==> src/rtl/hsl_pkg.sv <==
// Shared types, constants and the ramp weight function of the HSL to RGB pipeline.
package hsl_pkg;

    localparam int unsigned NCH       = 3;
    localparam int unsigned CH_RED    = 0;
    localparam int unsigned CH_GREEN  = 1;
    localparam int unsigned CH_BLUE   = 2;

    localparam int unsigned HUE_SHIFT = 16;
    localparam logic [15:0] HUE_RECIP =
        16'(((64'd256 << HUE_SHIFT) + 64'd359) / 64'd360);

    localparam int unsigned RND_SHIFT = 39;
    localparam logic [23:0] RND_RECIP =
        24'(((64'd1 << RND_SHIFT) + 64'd43349) / 64'd43350);
    localparam logic [14:0] RND_BIAS  = 15'd21675;

    localparam logic signed [10:0] HUE_OFS  = 11'sd85;
    localparam logic signed [10:0] HUE_WRAP = 11'sd255;

    typedef struct packed {
        logic        grey;
        logic [7:0]  light;
        logic [8:0]  hue;
        logic [15:0] hi;
    } t_lvl;

    typedef struct packed {
        logic                grey;
        logic [7:0]          light;
        logic [15:0]         lo;
        logic [15:0]         diff;
        logic [NCH-1:0][6:0] wgt;
    } t_ramp;

    typedef struct packed {
        logic                 grey;
        logic [7:0]           light;
        logic [NCH-1:0][23:0] num;
    } t_mix;

    typedef struct packed {
        logic [NCH-1:0][7:0] chan;
    } t_rgb;

    function automatic logic [6:0] ramp_wgt(input logic signed [10:0] pos);
        logic signed [10:0] p;
        logic [7:0]         x;
        logic [7:0]         t;
        logic [6:0]         w;
        p = pos;
        if (p > HUE_WRAP) begin
            p = p - HUE_WRAP;
        end else if (p < 11'sd0) begin
            p = p + HUE_WRAP;
        end
        x = p[7:0];
        t = 8'd170 - x;
        if (x <= 8'd42) begin
            w = {x[5:0], 1'b0};
        end else if (x <= 8'd127) begin
            w = 7'd85;
        end else if (x < 8'd170) begin
            w = {t[5:0], 1'b0};
        end else begin
            w = 7'd0;
        end
        return w;
    endfunction

endpackage

==> src/rtl/hsl_to_rgb_pixel_top.sv <==
// Top level of the HSL to RGB pixel converter: four-stage pipeline.
// An accepted request passes the stage registers of lvl, ramp, mix and rnd in order before o_valid rises.
// Throughput: one pixel per cycle while no stall holds the pipeline; each stage holds one pixel.
// Stall ripples back through the per-stage ready logic; a full pipeline stalls the input while i_stall is high.
// Reset (synchronous, active low) clears the stage valid bits only.
module hsl_to_rgb_pixel_top (
    input  logic       i_clk,
    input  logic       i_rst_n,
    input  logic       i_valid,
    output logic       o_stall,
    input  logic [8:0] i_hue_deg,
    input  logic [7:0] i_sat,
    input  logic [7:0] i_light,
    output logic       o_valid,
    input  logic       i_stall,
    output logic [7:0] o_red,
    output logic [7:0] o_green,
    output logic [7:0] o_blue
);
    import hsl_pkg::*;

    logic  v1;
    logic  v2;
    logic  v3;
    logic  s2;
    logic  s3;
    logic  s4;
    t_lvl  d1;
    t_ramp d2;
    t_mix  d3;
    t_rgb  d4;

    hsl_lvl u_lvl (
        .i_clk     (i_clk),
        .i_rst_n   (i_rst_n),
        .i_valid   (i_valid),
        .i_hue_deg (i_hue_deg),
        .i_sat     (i_sat),
        .i_light   (i_light),
        .o_stall   (o_stall),
        .o_valid   (v1),
        .o_data    (d1),
        .i_stall   (s2)
    );

    hsl_ramp u_ramp (
        .i_clk   (i_clk),
        .i_rst_n (i_rst_n),
        .i_valid (v1),
        .i_data  (d1),
        .o_stall (s2),
        .o_valid (v2),
        .o_data  (d2),
        .i_stall (s3)
    );

    hsl_mix u_mix (
        .i_clk   (i_clk),
        .i_rst_n (i_rst_n),
        .i_valid (v2),
        .i_data  (d2),
        .o_stall (s3),
        .o_valid (v3),
        .o_data  (d3),
        .i_stall (s4)
    );

    hsl_rnd u_rnd (
        .i_clk   (i_clk),
        .i_rst_n (i_rst_n),
        .i_valid (v3),
        .i_data  (d3),
        .o_stall (s4),
        .o_valid (o_valid),
        .o_data  (d4),
        .i_stall (i_stall)
    );

    assign o_red   = d4.chan[CH_RED];
    assign o_green = d4.chan[CH_GREEN];
    assign o_blue  = d4.chan[CH_BLUE];

`ifndef SYNTHESIS
    a_empty_no_stall: assert property (@(posedge i_clk) disable iff (!i_rst_n)
        (!v1 && !v2 && !v3 && !o_valid) |-> !o_stall)
        else $error("input stalled with empty pipeline");

    a_full_stall: assert property (@(posedge i_clk) disable iff (!i_rst_n)
        (v1 && v2 && v3 && o_valid && i_stall) |-> o_stall)
        else $error("full stalled pipeline took a request");

    a_latency: assert property (@(posedge i_clk) disable iff (!i_rst_n)
        (i_valid && !o_stall) ##1 !i_stall ##1 !i_stall ##1 !i_stall |=> o_valid)
        else $error("request did not reach the output in four cycles");

    a_drain: assert property (@(posedge i_clk) disable iff (!i_rst_n)
        (o_valid && !i_stall && !v3) |=> !o_valid)
        else $error("output valid without a pixel behind it");
`endif

endmodule

==> src/rtl/hsl_lvl.sv <==
// Stage one: hue scaling to the 256 circle and the upper mixing level.
module hsl_lvl (
    input  logic          i_clk,
    input  logic          i_rst_n,
    input  logic          i_valid,
    input  logic [8:0]    i_hue_deg,
    input  logic [7:0]    i_sat,
    input  logic [7:0]    i_light,
    output logic          o_stall,
    output logic          o_valid,
    output hsl_pkg::t_lvl o_data,
    input  logic          i_stall
);
    import hsl_pkg::*;

    logic        r_valid;
    t_lvl        r_data;
    t_lvl        n_data;
    logic        adv;
    logic [24:0] hue_prod;
    logic [16:0] hi_low;
    logic [16:0] hi_high;

    assign adv     = !r_valid || !i_stall;
    assign o_stall = !adv;
    assign o_valid = r_valid;
    assign o_data  = r_data;

    always_comb begin
        hue_prod     = 25'(i_hue_deg) * 25'(HUE_RECIP);
        hi_low       = 17'(i_light) * (17'd255 + 17'(i_sat));
        hi_high      = 17'd255 * (17'(i_light) + 17'(i_sat)) - 17'(i_light) * 17'(i_sat);
        n_data.grey  = (i_sat == 8'd0);
        n_data.light = i_light;
        n_data.hue   = hue_prod[HUE_SHIFT+8:HUE_SHIFT];
        n_data.hi    = i_light[7] ? hi_high[15:0] : hi_low[15:0];
    end

    always_ff @(posedge i_clk) begin
        if (!i_rst_n) begin
            r_valid <= 1'b0;
        end else if (adv) begin
            r_valid <= i_valid;
        end
    end

    always_ff @(posedge i_clk) begin
        if (adv && i_valid) begin
            r_data <= n_data;
        end
    end

endmodule

==> src/rtl/hsl_ramp.sv <==
// Stage two: lower mixing level, level span and the per-channel ramp weights.
module hsl_ramp (
    input  logic           i_clk,
    input  logic           i_rst_n,
    input  logic           i_valid,
    input  hsl_pkg::t_lvl  i_data,
    output logic           o_stall,
    output logic           o_valid,
    output hsl_pkg::t_ramp o_data,
    input  logic           i_stall
);
    import hsl_pkg::*;

    logic               r_valid;
    t_ramp              r_data;
    t_ramp              n_data;
    logic               adv;
    logic [16:0]        lo_full;
    logic signed [10:0] hue_s;

    assign adv     = !r_valid || !i_stall;
    assign o_stall = !adv;
    assign o_valid = r_valid;
    assign o_data  = r_data;

    always_comb begin
        lo_full                = 17'd510 * 17'(i_data.light) - 17'(i_data.hi);
        hue_s                  = $signed({2'b00, i_data.hue});
        n_data.grey            = i_data.grey;
        n_data.light           = i_data.light;
        n_data.lo              = lo_full[15:0];
        n_data.diff            = i_data.hi - lo_full[15:0];
        n_data.wgt[CH_RED]     = ramp_wgt(hue_s + HUE_OFS);
        n_data.wgt[CH_GREEN]   = ramp_wgt(hue_s);
        n_data.wgt[CH_BLUE]    = ramp_wgt(hue_s - HUE_OFS);
    end

    always_ff @(posedge i_clk) begin
        if (!i_rst_n) begin
            r_valid <= 1'b0;
        end else if (adv) begin
            r_valid <= i_valid;
        end
    end

    always_ff @(posedge i_clk) begin
        if (adv && i_valid) begin
            r_data <= n_data;
        end
    end

endmodule

==> src/rtl/hsl_mix.sv <==
// Stage three: weighted mix of the two levels with the rounding bias.
module hsl_mix (
    input  logic           i_clk,
    input  logic           i_rst_n,
    input  logic           i_valid,
    input  hsl_pkg::t_ramp i_data,
    output logic           o_stall,
    output logic           o_valid,
    output hsl_pkg::t_mix  o_data,
    input  logic           i_stall
);
    import hsl_pkg::*;

    logic               r_valid;
    t_mix               r_data;
    t_mix               n_data;
    logic               adv;
    logic [NCH-1:0][24:0] mix;

    assign adv     = !r_valid || !i_stall;
    assign o_stall = !adv;
    assign o_valid = r_valid;
    assign o_data  = r_data;

    always_comb begin
        n_data.grey  = i_data.grey;
        n_data.light = i_data.light;
        for (int c = 0; c < NCH; c++) begin
            mix[c] = ((25'd85 * 25'(i_data.lo) + 25'(i_data.wgt[c]) * 25'(i_data.diff)) << 1)
                     + 25'(RND_BIAS);
            n_data.num[c] = mix[c][23:0];
        end
    end

    always_ff @(posedge i_clk) begin
        if (!i_rst_n) begin
            r_valid <= 1'b0;
        end else if (adv) begin
            r_valid <= i_valid;
        end
    end

    always_ff @(posedge i_clk) begin
        if (adv && i_valid) begin
            r_data <= n_data;
        end
    end

endmodule

==> src/rtl/hsl_rnd.sv <==
// Stage four: reciprocal divide to 8-bit channels, grey select, output register.
module hsl_rnd (
    input  logic          i_clk,
    input  logic          i_rst_n,
    input  logic          i_valid,
    input  hsl_pkg::t_mix i_data,
    output logic          o_stall,
    output logic          o_valid,
    output hsl_pkg::t_rgb o_data,
    input  logic          i_stall
);
    import hsl_pkg::*;

    logic                 r_valid;
    t_rgb                 r_data;
    t_rgb                 n_data;
    logic                 adv;
    logic [NCH-1:0][47:0] prod;

    assign adv     = !r_valid || !i_stall;
    assign o_stall = !adv;
    assign o_valid = r_valid;
    assign o_data  = r_data;

    always_comb begin
        for (int c = 0; c < NCH; c++) begin
            prod[c] = 48'(i_data.num[c]) * 48'(RND_RECIP);
            n_data.chan[c] = i_data.grey ? i_data.light : prod[c][RND_SHIFT+7:RND_SHIFT];
        end
    end

    always_ff @(posedge i_clk) begin
        if (!i_rst_n) begin
            r_valid <= 1'b0;
        end else if (adv) begin
            r_valid <= i_valid;
        end
    end

    always_ff @(posedge i_clk) begin
        if (adv && i_valid) begin
            r_data <= n_data;
        end
    end

endmodule

==> config.mk <==
export PLATFORM = sky130hd
export DESIGN_NAME = hsl_to_rgb_pixel_top
export DESIGN_NICKNAME = d
export VERILOG_FILES = /design/src/rtl/hsl_pkg.sv /design/src/rtl/hsl_to_rgb_pixel_top.sv /design/src/rtl/hsl_lvl.sv /design/src/rtl/hsl_ramp.sv /design/src/rtl/hsl_mix.sv /design/src/rtl/hsl_rnd.sv
export SDC_FILE = /design/constraint.sdc
export NUM_CORES = 2
export LEC_CHECK = 0
export ABC_AREA = 1
export ABC_CLOCK_PERIOD_IN_PS = 9750
export BUFFER_PORTS_ARGS = -buffer_cell sky130_fd_sc_hd__buf_2
export CORE_MARGIN = 2
export CORE_UTILIZATION = 55
export DETAILED_ROUTE_END_ITERATION = 8
export GPL_TIMING_DRIVEN = 0
export PLACE_DENSITY = 0.7
export SLEW_MARGIN = 25
export SYNTH_ARGS = -nofsm -noshare
export SYNTH_HDL_FRONTEND = slang
export SYNTH_SLANG_ARGS = --single-unit
==> constraint.sdc <==
create_clock -name i_clk -period 9.75 [get_ports i_clk]
set_clock_uncertainty 0.15 [all_clocks]
set_input_delay 0.4875 -clock i_clk [delete_from_list [all_inputs] [get_ports i_clk]]
set_output_delay 0.4875 -clock i_clk [all_outputs]
set_load 0.01 [all_outputs]
==> flow_results.org <==
** Status
- Result of the run :: finished clean

** Drt
- The first TritonRoute pass finished after 8 iterations.
- Wires add up to 133000 um.
- In this run the remaining antenna-violating nets after routing total 0.
- Number of design-rule violations left by the first detailed-router iteration :: 2913
- In the final routed layout, each cell accounts on average for 16.3 um.
- The routed layout has 43700 vias.
- Detailed-route vias per instance :: 5.33
- Residual DRC :: 0

** Die
- Placeable core area :: 98600 um2
- Die outline area :: 102000 um2
- The die is 319 um wide.
- # IOs :: 55
- Initial cell density of the core :: 55.5%
- # rows :: 115
- The floorplan step set the die height to 319 um.

** Global route
- Maximum number of pins on one net before global-route repair :: 58
- The first global-routing pass estimated 221000 um of wire.
- After global routing the overflow that remains totals 0.
- The via count of the first global-routing pass is 44000.
- The number of antenna violations at the first check in global routing was 0.
- Global routing used 26.9% of the available tracks.

** Place
- Final weighted congestion in routability-driven placement :: 0.971
- Estimated wirelength of the detail-placed design :: 118000 um
- Including well taps, the total number of placed cells is 8152.
- Port buffering added 54 buffers.
- Timing analysis after detailed placement gives a worst setup slack of 1.15 ns.

** Synth
- Syn avg cell area :: 8.06 um2
- Post-synthesis share of cell area spent on full adders, half adders and majority gates :: 50.3%
- Yosys mapped the design onto 61 distinct sky130hd cell types.
- The portion of synthesized area spent on multiplexers is 0%.
- Yosys instantiated no cell more often than sky130_fd_sc_hd__inv_1.
- Most frequent cells after synthesis :: sky130_fd_sc_hd__inv_1, sky130_fd_sc_hd__nand2_1, sky130_fd_sc_hd__ha_1, sky130_fd_sc_hd__fa_1, sky130_fd_sc_hd__nor2_1
- The synthesized netlist devotes 3.09% of its cell area to XOR and XNOR gates.
- By area the synthesized netlist is led by sky130_fd_sc_hd__fa_1, sky130_fd_sc_hd__ha_1, sky130_fd_sc_hd__inv_1, sky130_fd_sc_hd__edfxtp_1, sky130_fd_sc_hd__nand2_1.
- Count of yosys warnings during synthesis :: 0
- The share of the Yosys chip area taken by registers is 10.8%.
- Number of enable flip-flop cells after synthesis :: 195
- Portion of synthesized cell area occupied by the leading cell type :: 26.0%
- After technology mapping, the gate count stands at 6795.
- Largest area contributor in the synthesized netlist :: sky130_fd_sc_hd__fa_1
- By area, the combinational part of the netlist is dominated by adder cells.
- Post-synthesis share of cell area spent on and, or, nand and nor gates :: 16.7%
- The synthesized netlist occupies a cell area of 54700 um2.
- Summing the areas of all compound-gate instances in the mapped netlist gives 6.88% of the synthesized area.
- For this run, asynchronously set or reset flops after synthesis account for 0%.
- Most used flip-flop cell after synthesis :: sky130_fd_sc_hd__edfxtp_1
- After synthesis the netlist holds a flip-flop and latch count of 199.

** Critical path
- Crit Reg-Reg Startpoint :: u_ramp.o_data[37]
- In this run the worst path has a maximum fanout of 8.
- Crit Path Class :: reg2reg
- The worst register-to-register path has a setup slack of 0.96 ns.
- STA classifies the critical path startpoint as a register.
- The slowest stage of the critical path is the sky130_fd_sc_hd__o311ai_0 cell.
- STA classifies the critical path endpoint as a register.
- The worst register-to-register path ends at u_mix.o_data[47].
- STA puts the critical path data required time at 9.87 ns.
- Arrival time worst endpoint :: 8.91 ns
- The largest single stage delay on the critical path is 0.78 ns.
- The worst register-to-register path has a depth of 28.

** CTS
- Setup fix buffers added after clock tree synthesis :: 0
- Clock latency at the later pin of the worst-skew pair :: 0.54 ns
- For this design, the sink count on the clock tree is 199.
- CTS resizes :: 0
- Number of buffers inserted during clock tree synthesis :: 17
- Clock-pin slew was measured on the worst setup and hold paths at 0.10 ns.
- TritonCTS clock tree :: built
- Clock tree synthesis selected as its root buffer the cell sky130_fd_sc_hd__clkbuf_16.
- Number of levels the H-tree was split into :: 4
- Counting along the longest clock path gives a buffer depth of 2.
- Number of buffers inserted for hold repair after clock tree synthesis :: 0

** Min path
- Instance count along the most critical hold path :: 3
- The path class of the tightest hold or removal check is in2reg.
- The worst hold path begins at i_valid.
- The worst hold path terminates at u_lvl.o_valid.

** Timing
- Adding up every negative setup slack in the final design gives 0 ns.
- Worst Setup Slack, final :: 0.958 ns
- Final setup fails :: 0
- For this run, the top clock speed supported by timing is 0.114 GHz.
- Measured slew at the worst slew-check pin :: 1.00 ns
- Max Transition Viols Final :: 0
- The clock period could shrink to 8.79 ns.
- Setup repair after global routing left no endpoint under its margin.
- In this run the tightest slew margin relative to its limit is 32.6%.
- Share of the cycle needed by the critical path after routing :: 90.2%
- Hold violation count in the final report :: 0

** Final layout
- Number of nets in the final layout :: 8686
- Cells with a size suffix above 1 make up 2.74% of the layout.
- Final instance count without filler cells :: 8184
- Layout Area Growth over Synthesis :: 5.02%
- Diode insertion count for antenna repair :: 0

** Job
- Max Cap Viol :: 0
[through the flow]
stage | hold WS (ns) | utilization [%] | cell area [um2]
6_report | 0.0400 | 58.3 | 57500
5_1_grt | 0.0569 | 58.3 | 57500
4_1_cts | 0.0148 | 58.3 | 57500
3_5_place_dp | 0.255 | 57.7 | 56800
3_3_place_gp | 0.251 | 57.5 | 56700
2_1_floorplan | 0.250 | - | 54800
[layout by cell type, fill, tap and decap left out, drive strengths merged, types with 3 or more instances in the layout]
cell    netlist  layout
inv        1686    1695
nand2      1389    1389
ha         1062    1062
fa          711     711
nor2        339     339
a21oi       333     333
nand3       253     253
o21ai       212     212
edfxtp      195     195
xor2        115     115
clkbuf       74      91
nand4        74      74
xnor2        73      73
buf           7      67
nor3         56      56
a31oi        43      43
nand3b       23      23
a21o         23      23
nor4         19      19
and2         16      16
o31ai        13      13
conb          2      12
o21bai       10      10
o211ai       10      10
or2          10      10
o221ai        8       8
o21a          8       8
a21boi        7       7
clkinv        0       6
a211oi        4       4
dfxtp         4       4
nor3b         3       3
[cells by family after synthesis]
| kind of cell | count (synthesis) |
|---|---|
| AOI/OAI and AO/OA | 681 |
| xor gates and xnor gates | 188 |
| adders and majority gates | 1773 |
| buffers and inverters | 1767 |
| DFF | 199 |
| other | 2 |
| and+or+nand+nor | 2185 |
[registers in the layout, indices dropped and copies added, names as in the netlist]
name,cells
u_lvl.o_valid,1
u_lvl.o_data,34
u_mix.o_valid,1
u_ramp.o_valid,1
u_mix.o_data,76
u_rnd.o_data,24
u_rnd.o_valid,1
u_ramp.o_data,61
[worst max-delay path, delay by kind of cell, from the launching register on]
kind,cells,cell delay (ns)
fa+ha+maj,9,4.04
simple gates,7,0.93
xor+xnor,1,0.66
flops,1,0.65
buf+inv,5,0.29
compound gates,6,1.79
[how the worst max path moves through the flow]
stage                                  from          endpoint  slack, ns  cells past startpoint
after global placement    u_ramp.o_data[37]  u_mix.o_data[47]       1.24                     28
after CTS                 u_ramp.o_data[37]  u_mix.o_data[47]       1.12                     28
final                     u_ramp.o_data[37]  u_mix.o_data[47]       0.96                     28
after global routing      u_ramp.o_data[37]  u_mix.o_data[70]       0.51                     31
after floorplan           u_ramp.o_data[37]  u_mix.o_data[70]       2.80                     32
after detailed placement  u_ramp.o_data[37]  u_mix.o_data[47]       1.15                     28
[per-layer routing]
layer | vias up | wire length (um) | GRT usage [%]
met1 | 20900 | 61500 | 37.4
met3 | 149 | 7070 | 3.01
met4 | 0 | 3190 | 6.77
met2 | 1078 | 61400 | 44.9
met5 | - | 0 | 0
li1 | 21500 | - | -
[final cells by class]
class	count	area, um2
sequential	199	5940
fill	9041	41100
buffer	81	328
tap	1287	1610
timing repair buffer	60	413
inverter	1686	6330
clock buffer	17	425
multi-input combinational	4839	42200
clock inverter	15	223
Power is not shown: default switching activity piles up to over one toggle a cycle in this logic, so the estimate is an artifact.
